--- src/rtl/wspf_pkg.sv ---
`timescale 1ns / 1ps
// ----------------------------------------------------------------------------
// wspf_pkg: shared types and constants of the windowed-sum peak finder
// Field widths, register indexes, back-end states and the result beat.
// ----------------------------------------------------------------------------
package wspf_pkg;

    localparam int SAMPLE_W    = 16;
    localparam int THRESH_W    = 22;
    localparam int HW_CFG_W    = 5;
    localparam int INDEX_W     = 12;
    localparam int SUM_W       = 22;
    localparam int CFG_DATA_W  = 22;
    localparam int CFG_IDX_W   = 1;
    localparam int CHUNK       = 8;   // delay-line taps summed per cycle
    localparam int QUEUE_DEPTH = 2;

    localparam logic [SUM_W-1:0]     SUM_MAX          = '1;
    localparam logic [HW_CFG_W-1:0]  HALF_WIDTH_RESET = 5'd1;

    localparam logic [CFG_IDX_W-1:0] REG_THRESHOLD    = 1'b0;
    localparam logic [CFG_IDX_W-1:0] REG_HALF_WIDTH   = 1'b1;

    typedef enum logic [2:0] {
        ST_IDLE,
        ST_START,
        ST_SUM,
        ST_TRACK,
        ST_CLOSE,
        ST_DONE
    } t_back_state;

    typedef struct packed {
        logic               has_peak;
        logic [INDEX_W-1:0] peak_index;
        logic [SUM_W-1:0]   peak_sum;
        logic               end_of_profile;
    } t_result;

endpackage

--- src/rtl/wspf_queue.sv ---
`timescale 1ns / 1ps
// ----------------------------------------------------------------------------
// wspf_queue: small job queue between front and back end
// Register-based FIFO; combinational read of the head entry.
// ----------------------------------------------------------------------------
module wspf_queue import wspf_pkg::*; #(
    parameter int WIDTH = 32,
    parameter int DEPTH = 2
) (
    input  logic             i_clk,
    input  logic             i_rst_n,
    input  logic             i_push,
    input  logic [WIDTH-1:0] i_data,
    output logic             o_full,
    input  logic             i_pop,
    output logic             o_valid,
    output logic [WIDTH-1:0] o_data
);

    localparam int PTR_W = (DEPTH > 1) ? $clog2(DEPTH) : 1;
    localparam int CNT_W = $clog2(DEPTH + 1);

    logic [WIDTH-1:0] r_mem [DEPTH];
    logic [PTR_W-1:0] r_wr;
    logic [PTR_W-1:0] r_rd;
    logic [CNT_W-1:0] r_cnt;

    function automatic logic [PTR_W-1:0] f_inc(input logic [PTR_W-1:0] p);
        f_inc = (32'(p) == DEPTH - 1) ? '0 : p + PTR_W'(1);
    endfunction

    assign o_full  = (32'(r_cnt) == DEPTH);
    assign o_valid = (r_cnt != '0);
    assign o_data  = r_mem[r_rd];

    always_ff @(posedge i_clk) begin
        if (!i_rst_n) begin
            r_wr  <= '0;
            r_rd  <= '0;
            r_cnt <= '0;
        end else begin
            if (i_push) begin
                r_wr <= f_inc(r_wr);
            end
            if (i_pop) begin
                r_rd <= f_inc(r_rd);
            end
            if (i_push && !i_pop) begin
                r_cnt <= r_cnt + CNT_W'(1);
            end else if (!i_push && i_pop) begin
                r_cnt <= r_cnt - CNT_W'(1);
            end
        end
    end

    always_ff @(posedge i_clk) begin
        if (i_push) begin
            r_mem[r_wr] <= i_data;
        end
    end

    a_no_push_full: assert property (@(posedge i_clk) disable iff (!i_rst_n)
        i_push |-> (32'(r_cnt) != DEPTH))
        else $error("queue push while full");

    a_no_pop_empty: assert property (@(posedge i_clk) disable iff (!i_rst_n)
        i_pop |-> (r_cnt != '0))
        else $error("queue pop while empty");

endmodule

--- src/rtl/wspf_front.sv ---
`timescale 1ns / 1ps
// ----------------------------------------------------------------------------
// wspf_front: input side of the peak finder
// Takes sample beats, tags each with its profile position and half width,
// and pushes it as a job into the queue.
// ----------------------------------------------------------------------------
module wspf_front import wspf_pkg::*; #(
    parameter int MAX_HALF_WIDTH = 16,
    parameter int SAMPLE_BITS    = 16,
    parameter int MAX_LENGTH     = 4096
) (
    input  logic                                 i_clk,
    input  logic                                 i_rst_n,
    input  logic                                 i_in_valid,
    output logic                                 o_in_stall,
    input  logic [SAMPLE_W-1:0]                  i_sample,
    input  logic                                 i_final_sample,
    input  logic [$clog2(MAX_HALF_WIDTH+1)-1:0]  i_hw,
    input  logic                                 i_q_full,
    output logic                                 o_q_push,
    output logic [((SAMPLE_BITS < SAMPLE_W) ? SAMPLE_BITS : SAMPLE_W)
                  + 1 + $clog2(MAX_LENGTH + MAX_HALF_WIDTH)
                  + $clog2(MAX_HALF_WIDTH+1) - 1:0] o_q_data
);

    localparam int SMP_W    = (SAMPLE_BITS < SAMPLE_W) ? SAMPLE_BITS : SAMPLE_W;
    localparam int SEEN_SAT = MAX_LENGTH + MAX_HALF_WIDTH;
    localparam int N_W      = $clog2(SEEN_SAT);
    localparam int SEEN_W   = $clog2(SEEN_SAT + 1);

    logic [SEEN_W-1:0] r_seen;
    logic [SEEN_W-1:0] n_seen;
    logic [N_W-1:0]    pos;

    // position of this sample; saturates so late centres report the last index
    assign pos = (32'(r_seen) < SEEN_SAT - 1) ? N_W'(r_seen) : N_W'(SEEN_SAT - 1);

    assign o_in_stall = i_q_full;
    assign o_q_push   = i_in_valid && !i_q_full;
    assign o_q_data   = {SMP_W'(i_sample), i_final_sample, pos, i_hw};

    assign n_seen = i_final_sample ? '0 : SEEN_W'(pos) + SEEN_W'(1);

    always_ff @(posedge i_clk) begin
        if (!i_rst_n) begin
            r_seen <= '0;
        end else if (o_q_push) begin
            r_seen <= n_seen;
        end
    end

endmodule

--- src/rtl/wspf_back.sv ---
`timescale 1ns / 1ps
// ----------------------------------------------------------------------------
// wspf_back: window sums, run tracking and result output
// Per job: shift the delay line, sum each due window CHUNK taps a cycle,
// track the open run, hold the newest result one step for the end mark.
// ----------------------------------------------------------------------------
module wspf_back import wspf_pkg::*; #(
    parameter int MAX_HALF_WIDTH = 16,
    parameter int SAMPLE_BITS    = 16,
    parameter int MAX_LENGTH     = 4096
) (
    input  logic                  i_clk,
    input  logic                  i_rst_n,
    input  logic                  i_job_valid,
    input  logic [((SAMPLE_BITS < SAMPLE_W) ? SAMPLE_BITS : SAMPLE_W)
                  + 1 + $clog2(MAX_LENGTH + MAX_HALF_WIDTH)
                  + $clog2(MAX_HALF_WIDTH+1) - 1:0] i_job,
    output logic                  o_job_pop,
    input  logic [THRESH_W-1:0]   i_threshold,
    input  logic                  i_out_stall,
    output logic                  o_out_valid,
    output t_result               o_result
);

    localparam int SMP_W      = (SAMPLE_BITS < SAMPLE_W) ? SAMPLE_BITS : SAMPLE_W;
    localparam int LINE_DEPTH = 2 * MAX_HALF_WIDTH + 1;
    localparam int SCR_D      = ((LINE_DEPTH + CHUNK - 1) / CHUNK) * CHUNK;
    localparam int HW_W       = $clog2(MAX_HALF_WIDTH + 1);
    localparam int N_W        = $clog2(MAX_LENGTH + MAX_HALF_WIDTH);
    localparam int L_W        = $clog2(LINE_DEPTH);
    localparam int REM_W      = $clog2(SCR_D + 1);
    localparam int ACC_W      = SMP_W + $clog2(SCR_D + 1);
    localparam int IDX_W      = $clog2(MAX_LENGTH);

    localparam t_result BARE_END = '{has_peak: 1'b0, peak_index: '0, peak_sum: '0,
                                     end_of_profile: 1'b1};

    // job fields
    logic [SMP_W-1:0] job_sample;
    logic             job_last;
    logic [N_W-1:0]   job_n;
    logic [HW_W-1:0]  job_hw;

    assign {job_sample, job_last, job_n, job_hw} = i_job;

    t_back_state       r_state, n_state;
    logic [SMP_W-1:0]  r_line [LINE_DEPTH];
    logic [SMP_W-1:0]  r_scr  [SCR_D];
    logic [ACC_W-1:0]  r_acc;
    logic [REM_W-1:0]  r_rem;
    logic [N_W-1:0]    r_n;
    logic [HW_W-1:0]   r_hw;
    logic [HW_W-1:0]   r_d;
    logic              r_last;
    logic              r_in_run;
    logic [IDX_W-1:0]  r_best_idx;
    logic [SUM_W-1:0]  r_best_sum;
    logic              r_p_valid;
    t_result           r_p;
    logic              r_o_valid, n_o_valid;
    t_result           r_o;

    logic              pop, load_scr, do_sum, take, push, deliver, close_run, step_d;
    logic              o_free, push_ok, o_load;
    logic              more, centre_ok, above, closes;
    t_back_state       after;
    logic [L_W-1:0]    dh, lim;
    logic [N_W-1:0]    centre;
    logic [IDX_W-1:0]  idx;
    logic [ACC_W-1:0]  chunk_sum;
    logic [SUM_W-1:0]  win_sum;
    t_result           run_res;

    // window of centre n-d spans taps 0 .. min(d+hw, n)
    assign dh        = L_W'(r_d) + L_W'(r_hw);
    assign lim       = (32'(r_n) < 32'(dh)) ? L_W'(r_n) : dh;
    assign centre_ok = (32'(r_d) <= 32'(r_n));
    assign centre    = r_n - N_W'(r_d);
    assign idx       = (32'(centre) < MAX_LENGTH) ? IDX_W'(centre) : IDX_W'(MAX_LENGTH - 1);

    always_comb begin
        chunk_sum = '0;
        for (int i = 0; i < CHUNK; i++) begin
            if (REM_W'(i) < r_rem) begin
                chunk_sum = chunk_sum + ACC_W'(r_scr[i]);
            end
        end
    end

    assign win_sum = (32'(r_acc) > 32'(SUM_MAX)) ? SUM_MAX : SUM_W'(r_acc);
    assign above   = (win_sum > i_threshold);
    assign closes  = !above && r_in_run;
    assign run_res = '{has_peak: 1'b1, peak_index: INDEX_W'(r_best_idx),
                       peak_sum: r_best_sum, end_of_profile: 1'b0};

    assign more  = r_last && (r_d != '0);
    assign after = more ? ST_START : (r_last ? ST_CLOSE : ST_DONE);

    assign o_free  = !r_o_valid || !i_out_stall;
    assign push_ok = !r_p_valid || o_free;
    assign o_load  = (push && r_p_valid) || (deliver && (r_p_valid || r_last));

    always_comb begin
        n_state   = r_state;
        pop       = 1'b0;
        load_scr  = 1'b0;
        do_sum    = 1'b0;
        take      = 1'b0;
        push      = 1'b0;
        deliver   = 1'b0;
        close_run = 1'b0;
        step_d    = 1'b0;
        unique case (r_state)
            ST_IDLE: begin
                if (i_job_valid) begin
                    pop     = 1'b1;
                    n_state = ST_START;
                end
            end
            ST_START: begin
                if (centre_ok) begin
                    load_scr = 1'b1;
                    n_state  = ST_SUM;
                end else begin
                    step_d  = more;
                    n_state = after;
                end
            end
            ST_SUM: begin
                do_sum = 1'b1;
                if (r_rem <= REM_W'(CHUNK)) begin
                    n_state = ST_TRACK;
                end
            end
            ST_TRACK: begin
                if (!closes || push_ok) begin
                    take    = 1'b1;
                    push    = closes;
                    step_d  = more;
                    n_state = after;
                end
            end
            ST_CLOSE: begin
                if (!r_in_run || push_ok) begin
                    push      = r_in_run;
                    close_run = 1'b1;
                    n_state   = ST_DONE;
                end
            end
            ST_DONE: begin
                if (!(r_p_valid || r_last) || o_free) begin
                    deliver = 1'b1;
                    n_state = ST_IDLE;
                end
            end
            default: n_state = ST_IDLE;
        endcase
    end

    assign o_job_pop = pop;

    always_comb begin
        n_o_valid = r_o_valid;
        if (o_load) begin
            n_o_valid = 1'b1;
        end else if (r_o_valid && !i_out_stall) begin
            n_o_valid = 1'b0;
        end
    end

    always_ff @(posedge i_clk) begin
        if (!i_rst_n) begin
            r_state   <= ST_IDLE;
            r_in_run  <= 1'b0;
            r_p_valid <= 1'b0;
            r_o_valid <= 1'b0;
        end else begin
            r_state   <= n_state;
            r_o_valid <= n_o_valid;
            if (push) begin
                r_p_valid <= 1'b1;
            end else if (deliver) begin
                r_p_valid <= 1'b0;
            end
            if (take) begin
                r_in_run <= above;
            end else if (close_run) begin
                r_in_run <= 1'b0;
            end
        end
    end

    // job, delay line and window accumulator
    always_ff @(posedge i_clk) begin
        if (pop) begin
            r_line[0] <= job_sample;
            for (int k = 1; k < LINE_DEPTH; k++) begin
                r_line[k] <= r_line[k-1];
            end
            r_n    <= job_n;
            r_hw   <= job_hw;
            r_d    <= job_hw;
            r_last <= job_last;
        end
        if (step_d) begin
            r_d <= r_d - HW_W'(1);
        end
        if (load_scr) begin
            for (int i = 0; i < LINE_DEPTH; i++) begin
                r_scr[i] <= r_line[i];
            end
            for (int i = LINE_DEPTH; i < SCR_D; i++) begin
                r_scr[i] <= '0;
            end
            r_acc <= '0;
            r_rem <= REM_W'(lim) + REM_W'(1);
        end else if (do_sum) begin
            for (int i = 0; i < SCR_D - CHUNK; i++) begin
                r_scr[i] <= r_scr[i+CHUNK];
            end
            for (int i = SCR_D - CHUNK; i < SCR_D; i++) begin
                r_scr[i] <= '0;
            end
            r_acc <= r_acc + chunk_sum;
            r_rem <= r_rem - REM_W'(CHUNK);
        end
    end

    // run tracker: first largest sum of the open run
    always_ff @(posedge i_clk) begin
        if (take && above && (!r_in_run || win_sum > r_best_sum)) begin
            r_best_idx <= idx;
            r_best_sum <= win_sum;
        end
    end

    // held result and output register
    always_ff @(posedge i_clk) begin
        if (push) begin
            r_p <= run_res;
        end
        if (push && r_p_valid) begin
            r_o <= r_p;
        end else if (deliver && r_p_valid) begin
            r_o <= '{has_peak: r_p.has_peak, peak_index: r_p.peak_index,
                     peak_sum: r_p.peak_sum, end_of_profile: r_last};
        end else if (deliver && r_last) begin
            r_o <= BARE_END;
        end
    end

    assign o_out_valid = r_o_valid;
    assign o_result    = r_o;

    a_load_free: assert property (@(posedge i_clk) disable iff (!i_rst_n)
        o_load |-> o_free)
        else $error("output register overwritten while stalled");

    a_sum_rem: assert property (@(posedge i_clk) disable iff (!i_rst_n)
        (r_state == ST_SUM) |-> (r_rem != '0))
        else $error("window sum with no taps left");

    a_d_bound: assert property (@(posedge i_clk) disable iff (!i_rst_n)
        (r_state != ST_IDLE) |-> (r_d <= r_hw))
        else $error("centre offset beyond half width");

endmodule

--- src/rtl/windowed_sum_peak_finder.sv ---
`timescale 1ns / 1ps
// ----------------------------------------------------------------------------
// windowed_sum_peak_finder: moving-sum threshold peak detector
// Streams a profile, forms a cut-off window sum per index, and reports the
// first largest sum of every run of indices above the threshold.
// ----------------------------------------------------------------------------
//
//  channel  | handshake                        | payload
//  ---------+----------------------------------+-----------------------------------
//  in       | i_in_valid / o_in_stall          | i_sample, i_final_sample
//  out      | o_out_valid / i_out_stall        | o_has_peak, o_peak_index,
//           |                                  | o_peak_sum, o_end_of_profile
//  cfg      | i_cfg_we (write only)            | i_cfg_idx, i_cfg_data
//
//  Back end: each sample sums the window of its newly due centre over
//    min(2*hw, n) + 1 taps, n being the samples already seen in this profile
//    and hw the clamped half width; no sum while that centre is not yet due
//    (n < hw). The final sample also sums each tail centre at offset d below
//    hw over min(d+hw, n) + 1 taps, skips one not yet due, then closes the run.
//  The window accumulator adds 8 delay-line taps a cycle and is shared by all
//    centres.
//  A two-beat queue lets the front take samples while the back end works.
//  Reset is synchronous and single-cycle; no clearing pass.
//  Output stalls hold the back end only when a new result has no room.
//
module windowed_sum_peak_finder import wspf_pkg::*; #(
    parameter int MAX_HALF_WIDTH = 16,
    parameter int SAMPLE_BITS    = 16,
    parameter int MAX_LENGTH     = 4096
) (
    input  logic                  i_clk,
    input  logic                  i_rst_n,
    // input beats
    input  logic                  i_in_valid,
    output logic                  o_in_stall,
    input  logic [SAMPLE_W-1:0]   i_sample,
    input  logic                  i_final_sample,
    // result beats
    output logic                  o_out_valid,
    input  logic                  i_out_stall,
    output logic                  o_has_peak,
    output logic [INDEX_W-1:0]    o_peak_index,
    output logic [SUM_W-1:0]      o_peak_sum,
    output logic                  o_end_of_profile,
    // configuration writes
    input  logic                  i_cfg_we,
    input  logic [CFG_IDX_W-1:0]  i_cfg_idx,
    input  logic [CFG_DATA_W-1:0] i_cfg_data
);

    localparam int SMP_W  = (SAMPLE_BITS < SAMPLE_W) ? SAMPLE_BITS : SAMPLE_W;
    localparam int HW_W   = $clog2(MAX_HALF_WIDTH + 1);
    localparam int N_W    = $clog2(MAX_LENGTH + MAX_HALF_WIDTH);
    localparam int JOB_W  = SMP_W + 1 + N_W + HW_W;

    // configuration registers; the user must write them only while the block is idle (not enforced here)
    logic [THRESH_W-1:0] r_threshold;
    logic [HW_CFG_W-1:0] r_half_width;
    logic [HW_W-1:0]     hw;

    always_ff @(posedge i_clk) begin
        if (!i_rst_n) begin
            r_threshold  <= '0;
            r_half_width <= HALF_WIDTH_RESET;
        end else if (i_cfg_we) begin
            unique case (i_cfg_idx)
                REG_THRESHOLD:  r_threshold  <= THRESH_W'(i_cfg_data);
                REG_HALF_WIDTH: r_half_width <= HW_CFG_W'(i_cfg_data);
                default: ;
            endcase
        end
    end

    // half widths above the built window act as the largest one
    assign hw = (32'(r_half_width) > MAX_HALF_WIDTH) ? HW_W'(MAX_HALF_WIDTH)
                                                      : HW_W'(r_half_width);

    logic             q_push, q_full, q_pop, q_valid;
    logic [JOB_W-1:0] q_wdata, q_rdata;
    t_result          result;

    wspf_front #(
        .MAX_HALF_WIDTH (MAX_HALF_WIDTH),
        .SAMPLE_BITS    (SAMPLE_BITS),
        .MAX_LENGTH     (MAX_LENGTH)
    ) u_front (
        .i_clk          (i_clk),
        .i_rst_n        (i_rst_n),
        .i_in_valid     (i_in_valid),
        .o_in_stall     (o_in_stall),
        .i_sample       (i_sample),
        .i_final_sample (i_final_sample),
        .i_hw           (hw),
        .i_q_full       (q_full),
        .o_q_push       (q_push),
        .o_q_data       (q_wdata)
    );

    wspf_queue #(
        .WIDTH   (JOB_W),
        .DEPTH   (QUEUE_DEPTH)
    ) u_queue (
        .i_clk   (i_clk),
        .i_rst_n (i_rst_n),
        .i_push  (q_push),
        .i_data  (q_wdata),
        .o_full  (q_full),
        .i_pop   (q_pop),
        .o_valid (q_valid),
        .o_data  (q_rdata)
    );

    wspf_back #(
        .MAX_HALF_WIDTH (MAX_HALF_WIDTH),
        .SAMPLE_BITS    (SAMPLE_BITS),
        .MAX_LENGTH     (MAX_LENGTH)
    ) u_back (
        .i_clk       (i_clk),
        .i_rst_n     (i_rst_n),
        .i_job_valid (q_valid),
        .i_job       (q_rdata),
        .o_job_pop   (q_pop),
        .i_threshold (r_threshold),
        .i_out_stall (i_out_stall),
        .o_out_valid (o_out_valid),
        .o_result    (result)
    );

    assign o_has_peak       = result.has_peak;
    assign o_peak_index     = result.peak_index;
    assign o_peak_sum       = result.peak_sum;
    assign o_end_of_profile = result.end_of_profile;

endmodule
--- config.mk ---
export PLATFORM = sky130hd
export DESIGN_NAME = windowed_sum_peak_finder
export DESIGN_NICKNAME = d
export VERILOG_FILES = /design/src/rtl/wspf_pkg.sv /design/src/rtl/wspf_queue.sv /design/src/rtl/wspf_front.sv /design/src/rtl/wspf_back.sv /design/src/rtl/windowed_sum_peak_finder.sv
export SDC_FILE = /design/constraint.sdc
export NUM_CORES = 2
export LEC_CHECK = 0
export BUFFER_PORTS_ARGS = -buffer_cell sky130_fd_sc_hd__buf_2
export CAP_MARGIN = 20
export CORE_MARGIN = 2
export CORE_UTILIZATION = 60
export DETAILED_ROUTE_END_ITERATION = 8
export PLACE_DENSITY = 0.76
export SLEW_MARGIN = 40
export SYNTH_ARGS = -nofsm -noshare
export SYNTH_HDL_FRONTEND = slang
export SYNTH_HIERARCHICAL = 1
export SYNTH_SLANG_ARGS = --single-unit
--- constraint.sdc ---
create_clock -name i_clk -period 17.05 [get_ports i_clk]
set_input_delay 2.5575 -clock i_clk [delete_from_list [all_inputs] [get_ports i_clk]]
set_output_delay 2.5575 -clock i_clk [all_outputs]
set_load 0.05 [all_outputs]
### Word-level counts from Yosys, hierarchy flattened

Memories as Yosys holds them, arrays and structs flattened. A register that Yosys moved wholly into a read port is not among the register bits.
Cells that the tools add are included.

* memories: 3
* bits in writable memories: 1238
* input port bits: 45
* flip-flop bits (word level): 206
* output and inout port bits: 38

* muxes and demuxes: 106
* add/subtract/negate cells: 18
* magnitude comparators: 16
* bitwise logic cells: 41
* reduce and logical (&&, ||, !) cells: 44
* equal/unequal tests: 11

Memories
* u_back.r_scr: depth 40, bits a word 16, rd ports 40, clocked after Yosys merged registers in 0, write ports 40, RTL line wspf_back.sv:48 `logic [SMP_W-1:0] r_scr [SCR_D];`
* u_back.r_line: depth 33, bits a word 16, rd ports 33, clocked after Yosys merged registers in 0, write ports 33, RTL line wspf_back.sv:47 `logic [SMP_W-1:0] r_line [LINE_DEPTH];`
* u_queue.r_mem: depth 2, bits a word 35, rd ports 1, clocked after Yosys merged registers in 1, write ports 1, RTL line wspf_queue.sv:23 `logic [WIDTH-1:0] r_mem [DEPTH];`

Operators with widths (count)
* $mux 16: 41
* $mux 22: 7
* $add 22x16->22: 6
* $mux 35: 2
* $gt 22x22->1: 2
* $or 1x1->1: 40
* $mux 36: 1
* $mux 1: 35
* $lt 13x13->1 const B: 2
* $mux 13: 2
* $lt 3x6->1 const A: 4
* $add 22x22->22: 1
* $mux 3: 7
* $mux 6: 3
* $pmux 3 s6: 1
* $add 16x16->17: 1
* $mux 5: 3
* $reduce_bool 2->1: 7
* $add 13x1->13 const B: 1
* $le 5x13->1: 1
* $lt 13x6->1: 1
* $sub 13x5->13: 1
* $logic_and 1x1->1: 12
* $lt 1x6->1 const A: 2
* 27 further kinds: 53

### Longest topological paths before layout

* depth in word-level cells: 17
* depth in mapped cells: 67

### Cells and area by module

The synthesis kept the hierarchy.

By module, submodules not included
* wspf_back: seq. area each 36294.8 um^2, times used 1, cells an instance 4214, area each 52874.5 um^2
* wspf_queue: seq. area each 2202.1 um^2, times used 1, cells an instance 131, area each 2756.4 um^2
* windowed_sum_peak_finder: seq. area each 540.5 um^2, times used 1, cells an instance 120, area each 1129.8 um^2
* wspf_front: seq. area each 260.2 um^2, times used 1, cells an instance 134, area each 1028.5 um^2

### Worst setup path after synthesis

OpenSTA, ideal clock, no wires.

* path type: reg-to-reg
* start: register u_back.r_d[1]
* end: register u_back.r_rem[3], enable pin
* arrival: 12.599 ns
* slack: 3.575 ns
* clock period less this slack: 13.475 ns
* cell stages (with the launch flop): 13
* cell sequence: edfxtp_1 -> inv_1 -> ha_1 -> nor2b_1 -> o21ai_0 -> nand2b_1 -> a21o_1 -> a21o_1 -> nor2_1 -> a31o_2 -> nor3b_1 -> nor2_1 -> inv_1

* word-level cells in the longest chain between the ends: 4

Ends and longest elaborated chain
* from (decl): RTL line wspf_back.sv:53 `logic [HW_W-1:0] r_d;`
* from (signal assigned): RTL line wspf_back.sv:202 `r_d <= job_hw;`
* from (signal assigned): RTL line wspf_back.sv:206 `r_d <= r_d - HW_W'(1);`
* $le 5x13->1: RTL line wspf_back.sv:77 `assign centre_ok = (32'(r_d) <= 32'(r_n));`
* $mux 1: RTL line wspf_back.sv:121 `if (centre_ok) begin`
* $mux 1: RTL line wspf_back.sv:113 `unique case (r_state)`
* $reduce_bool 2->1 (no line)
* to (signal assigned): RTL line wspf_back.sv:216 `r_rem <= REM_W'(lim) + REM_W'(1);`
* to (signal assigned): RTL line wspf_back.sv:225 `r_rem <= r_rem - REM_W'(CHUNK);`
* to (decl): RTL line wspf_back.sv:50 `logic [REM_W-1:0] r_rem;`

No other way between the ends.
A chain may end at the register's enable or synchronous reset.

### Worst setup path in the final report

* start: register u_back.r_rem[2]
* end: register u_back.r_acc[21]

* word-level cells in the longest chain between the ends: 17
* elaborated cells between the ends (all ways): 24
* classes of those cells: add/sub: 8; order compare: 8; mux: 8

Ends and longest elaborated chain
* $lt 1x6->1: RTL line wspf_back.sv:84 `if (REM_W'(i) < r_rem) begin`
* $mux 16: RTL line wspf_back.sv:84
* $add 16x16->17: RTL line wspf_back.sv:85 `chunk_sum = chunk_sum + ACC_W'(r_scr[i]);`
* $mux 22: RTL line wspf_back.sv:84
* $add 22x16->22: RTL line wspf_back.sv:85
* $mux 22: RTL line wspf_back.sv:84
* $add 22x16->22: RTL line wspf_back.sv:85
* $mux 22: RTL line wspf_back.sv:84
* $add 22x16->22: RTL line wspf_back.sv:85
* $mux 22: RTL line wspf_back.sv:84
* $add 22x16->22: RTL line wspf_back.sv:85
* $mux 22: RTL line wspf_back.sv:84
* $add 22x16->22: RTL line wspf_back.sv:85
* $mux 22: RTL line wspf_back.sv:84
* $add 22x16->22: RTL line wspf_back.sv:85
* $mux 22 *: RTL line wspf_back.sv:84
* $add 22x22->22 *: RTL line wspf_back.sv:224 `r_acc <= r_acc + chunk_sum;`
* to (signal assigned): RTL line wspf_back.sv:224
* to (decl): RTL line wspf_back.sv:49 `logic [ACC_W-1:0] r_acc;`

Mark *: on every way between the ends. The rest lies on a longest branch, timed or not.

==> results.sh <==
export IMPL_synth_compound_area_share_pct=6.16
export IMPL_layout_nets=4928
export IMPL_h_tree_depth=4
export IMPL_synthCells=4599
export IMPL_drt_first_pass_iters=5
export IMPL_synth_most_common_cell="nand2_1"
export IMPL_n_fill_cell=6586
export IMPL_final_layout_size_suffix_gt1_share_pct=8.96
export IMPL_finalSetupTns_ps=0
export IMPL_synthAdderAreaFrac_pct=4.85
export IMPL_holdCritPathClass="register to register"
export IMPL_vias=33798
export IMPL_synth_area_top_cells="edfxtp_1, nand2_1, ha_1"
export IMPL_clock_latency_ps=740
export IMPL_cts_setup_buffers=0
export IMPL_crit_path_start_kind="register"
export IMPL_wire_per_inst_um=19.3
export IMPL_slowest_delay_ps=570
export IMPL_synthDominantCellAreaShare_pct=65.5
export IMPL_die_width_um=314
export IMPL_slew_viol_final=0
export IMPL_grt_pass1_vias=33038
export IMPL_cts_max_path_buffers=3
export IMPL_finalHoldViolations=0
export IMPL_n_antenna_cell=0
export IMPL_grt_pass1_wl_um=181000
export IMPL_ctsResizeCount=0
export IMPL_synth_area_per_cell_um2=12.6
export IMPL_dieHeight_um=314
export IMPL_cp_data_arrival_time_ps=13990
export IMPL_min_period_over_period_pct=78.4
export IMPL_grt_max_degree=118
export IMPL_ant_nets=0
export IMPL_antenna_found_initial=0
export IMPL_drv_cap=0
export IMPL_worstMarginPinSlew_ps=816
export IMPL_synthFlopType="edfxtp_1"
export IMPL_path_class="register to register"
export IMPL_worst_setup_path_end_kind="register"
export IMPL_crit_fanout=25
export IMPL_fin_skew_ps=29.2
export IMPL_gr_usage_all_layers_pct=23.7
export IMPL_synth_seq_cells=1333
export IMPL_cts_hold_buffers=0
export IMPL_drt_iter0_markers=3083
export IMPL_synth_top_family_by_area="simple AND/OR/NAND/NOR gates"
export IMPL_routed_wl_um=116000
export IMPL_synth_fp_nets=4861
export IMPL_cts_tree="yes"
export IMPL_min_from="u_back/r_line[0][482]"
export IMPL_clock_sinks=1333
export IMPL_status="completed"
export IMPL_synth_async_reset_ratio_pct=0
export IMPL_pre_cts_slack_ps=3820
export IMPL_crit_required_ps=17680
export IMPL_syn_area_um2=57800
export IMPL_slowest_stage="edfxtp_1"
export IMPL_place_gp_congestion=0.934
export IMPL_synthTopCellsByCount="nand2_1, edfxtp_1, ha_1"
export IMPL_core_area_um2=95300
export IMPL_r2r_slack_ps=3690
export IMPL_synth_xor_area_share_pct=2.21
export IMPL_port_buffers=82
export IMPL_cp_common_cell="ha_1"
export IMPL_synth_warnings=6
export IMPL_numCtsBuffers=133
export IMPL_vias_per_cell=5.60
export IMPL_synthSimpleGateAreaFrac_pct=14.6
export IMPL_hold_end="u_back/r_line[0][498]"
export IMPL_max_freq_mhz=74.9
export IMPL_fin_ws_ps=3690
export IMPL_synth_top_area_cell="edfxtp_1"
export IMPL_r2r_start="u_back/r_rem[2]"
export IMPL_worstRegToRegCells=64
export IMPL_yosysSeqAreaShare_pct=68.0
export IMPL_fp_row_count=113
export IMPL_whs_path_depth=0
export IMPL_finalSetupViolCount=0
export IMPL_synth_edf_count=1260
export IMPL_ios=83
export IMPL_grt_ovfl_total=0
export IMPL_synth_area_mux_share_pct=1.86
export IMPL_path_clk_slew_ps=60
export IMPL_finalCriticalPeriod_ps=13360
export IMPL_drcViolationCount=0
export IMPL_dieArea_um2=98800
export IMPL_dp_hpwl_um=76400
export IMPL_worst_r2r_endpoint="u_back/r_acc[21]"
export IMPL_initial_utilization_pct=60.6
export IMPL_cts_root_buf="clkbuf_16"
export IMPL_syn_to_final_growth_pct=10.3
export IMPL_max_slew_margin_pct=45.6
export IMPL_rsz0062_at_grt="false"
export IMPL_ys_types=101
==> area by class of cell <==
class,count,area [um^2],share of cell area (%)
repair buffers,125,948,1.49
inverters,118,458,0.718
flip-flops and latches,1333,39300,61.6
clock inverters,69,638,1.00
multi-input cells,2955,17200,27.0
clock buffers,168,3630,5.69
well taps,1265,1580,2.48
==> worst max-delay path: cells and delay by family (launching register included) <==
kind                     cells  cell delay [ps]
AO/OA/AOI/OAI               26             4790
XOR/XNOR                     9             1610
adder cells (fa/ha/maj)      9             3040
buffers and inverters        3              670
flip-flops                   1              570
multiplexers                 1              280
AND/OR/NAND/NOR             16             2260
==> per-layer routing <==
layer	part of all wire, %	vias up	wire length (um)	track usage (%)
met2	48	804	56200	38.5
li1	-	16329	-	-
met1	44	16496	51600	33.2
met4	2.8	0	3210	7.91
met5	0	-	0	0
met3	4.4	169	5150	3.44
==> cells in the final DEF (no fill, tap or decap), types with 8 or more instances in the layout <==
| cell | n |
|---|---|
| a211oi_1 | 20 |
| nor2b_1 | 33 |
| o21a_1 | 46 |
| or3_1 | 14 |
| o22ai_1 | 17 |
| inv_1 | 116 |
| nand2_1 | 1421 |
| bufinv_16 | 9 |
| nand3_1 | 27 |
| o21ai_0 | 101 |
| a21boi_0 | 8 |
| o31ai_1 | 9 |
| and3_1 | 12 |
| buf_6 | 15 |
| and2_1 | 190 |
| xnor2_1 | 85 |
| mux2_2 | 60 |
| mux2i_1 | 37 |
| a21oi_1 | 141 |
| clkbuf_16 | 140 |
| nand2b_1 | 33 |
| fa_1 | 10 |
| nor3_1 | 32 |
| buf_2 | 82 |
| clkinv_1 | 25 |
| o211ai_1 | 13 |
| edfxtp_1 | 1260 |
| o21bai_1 | 20 |
| or4_1 | 8 |
| nor2_1 | 111 |
| ha_1 | 207 |
| a21o_1 | 64 |
| xor2_1 | 52 |
| clkbuf_1 | 26 |
| a31oi_1 | 20 |
| clkinv_2 | 19 |
| buf_4 | 17 |
| nand4_1 | 16 |
| dfxtp_1 | 73 |
==> through the flow <==
stage          utilization [%]  instances  hold slack [ps]  instance area (um^2)
2_1_floorplan                -       4599              400                 57800
3_3_place_gp              62.2       5788              400                 59200
3_5_place_dp              62.3       5794              405                 59400
4_1_cts                   66.8       6031              418                 63700
5_1_grt                   66.9       6033              431                 63700
6_report                  66.9       6033              414                 63700
==> sequential cells by signal (all words and copies together), names as in the netlist, 2 cells and up, named ones only <==
register           cells
u_back/r_best_sum     22
u_back/r_d             5
u_queue/r_mem         70
u_front/r_seen        13
u_back/r_hw            5
r_threshold           22
u_back/r_acc          22
u_back/r_state         3
u_back/r_line        528
u_back/r_scr         528
u_queue/r_cnt          2
u_back/r_p            34
u_back/r_rem           6
u_back/r_n            13
u_back/r_best_idx     12
r_half_width           5
u_back/o_result       36
==> how the worst max path moves through the flow <==
stage / depth (start not counted) / start / slack, ps / to
CTS: 64 / u_back/r_rem[2] / 3770 / u_back/r_acc[21]
finish: 64 / u_back/r_rem[2] / 3690 / u_back/r_acc[21]
detailed placement: 64 / u_back/r_rem[2] / 3820 / u_back/r_acc[21]
global route: 65 / u_back/r_rem[2] / 2610 / u_back/r_acc[21]
global placement: 64 / u_back/r_rem[2] / 4350 / u_back/r_acc[21]
floorplan: 12 / u_back/r_d[1] / 3580 / u_back/r_rem[3]
==> logic make-up after synthesis <==
group,Yosys count
flops,1333
compound gates,541
simple gates,1956
xor+xnor,141
buf+inv,311
fa+ha+maj,218
mux,99
Power is left out: the tool's default activity adds up to more than one toggle a clock period on the data nets, which glitch-free logic cannot reach.
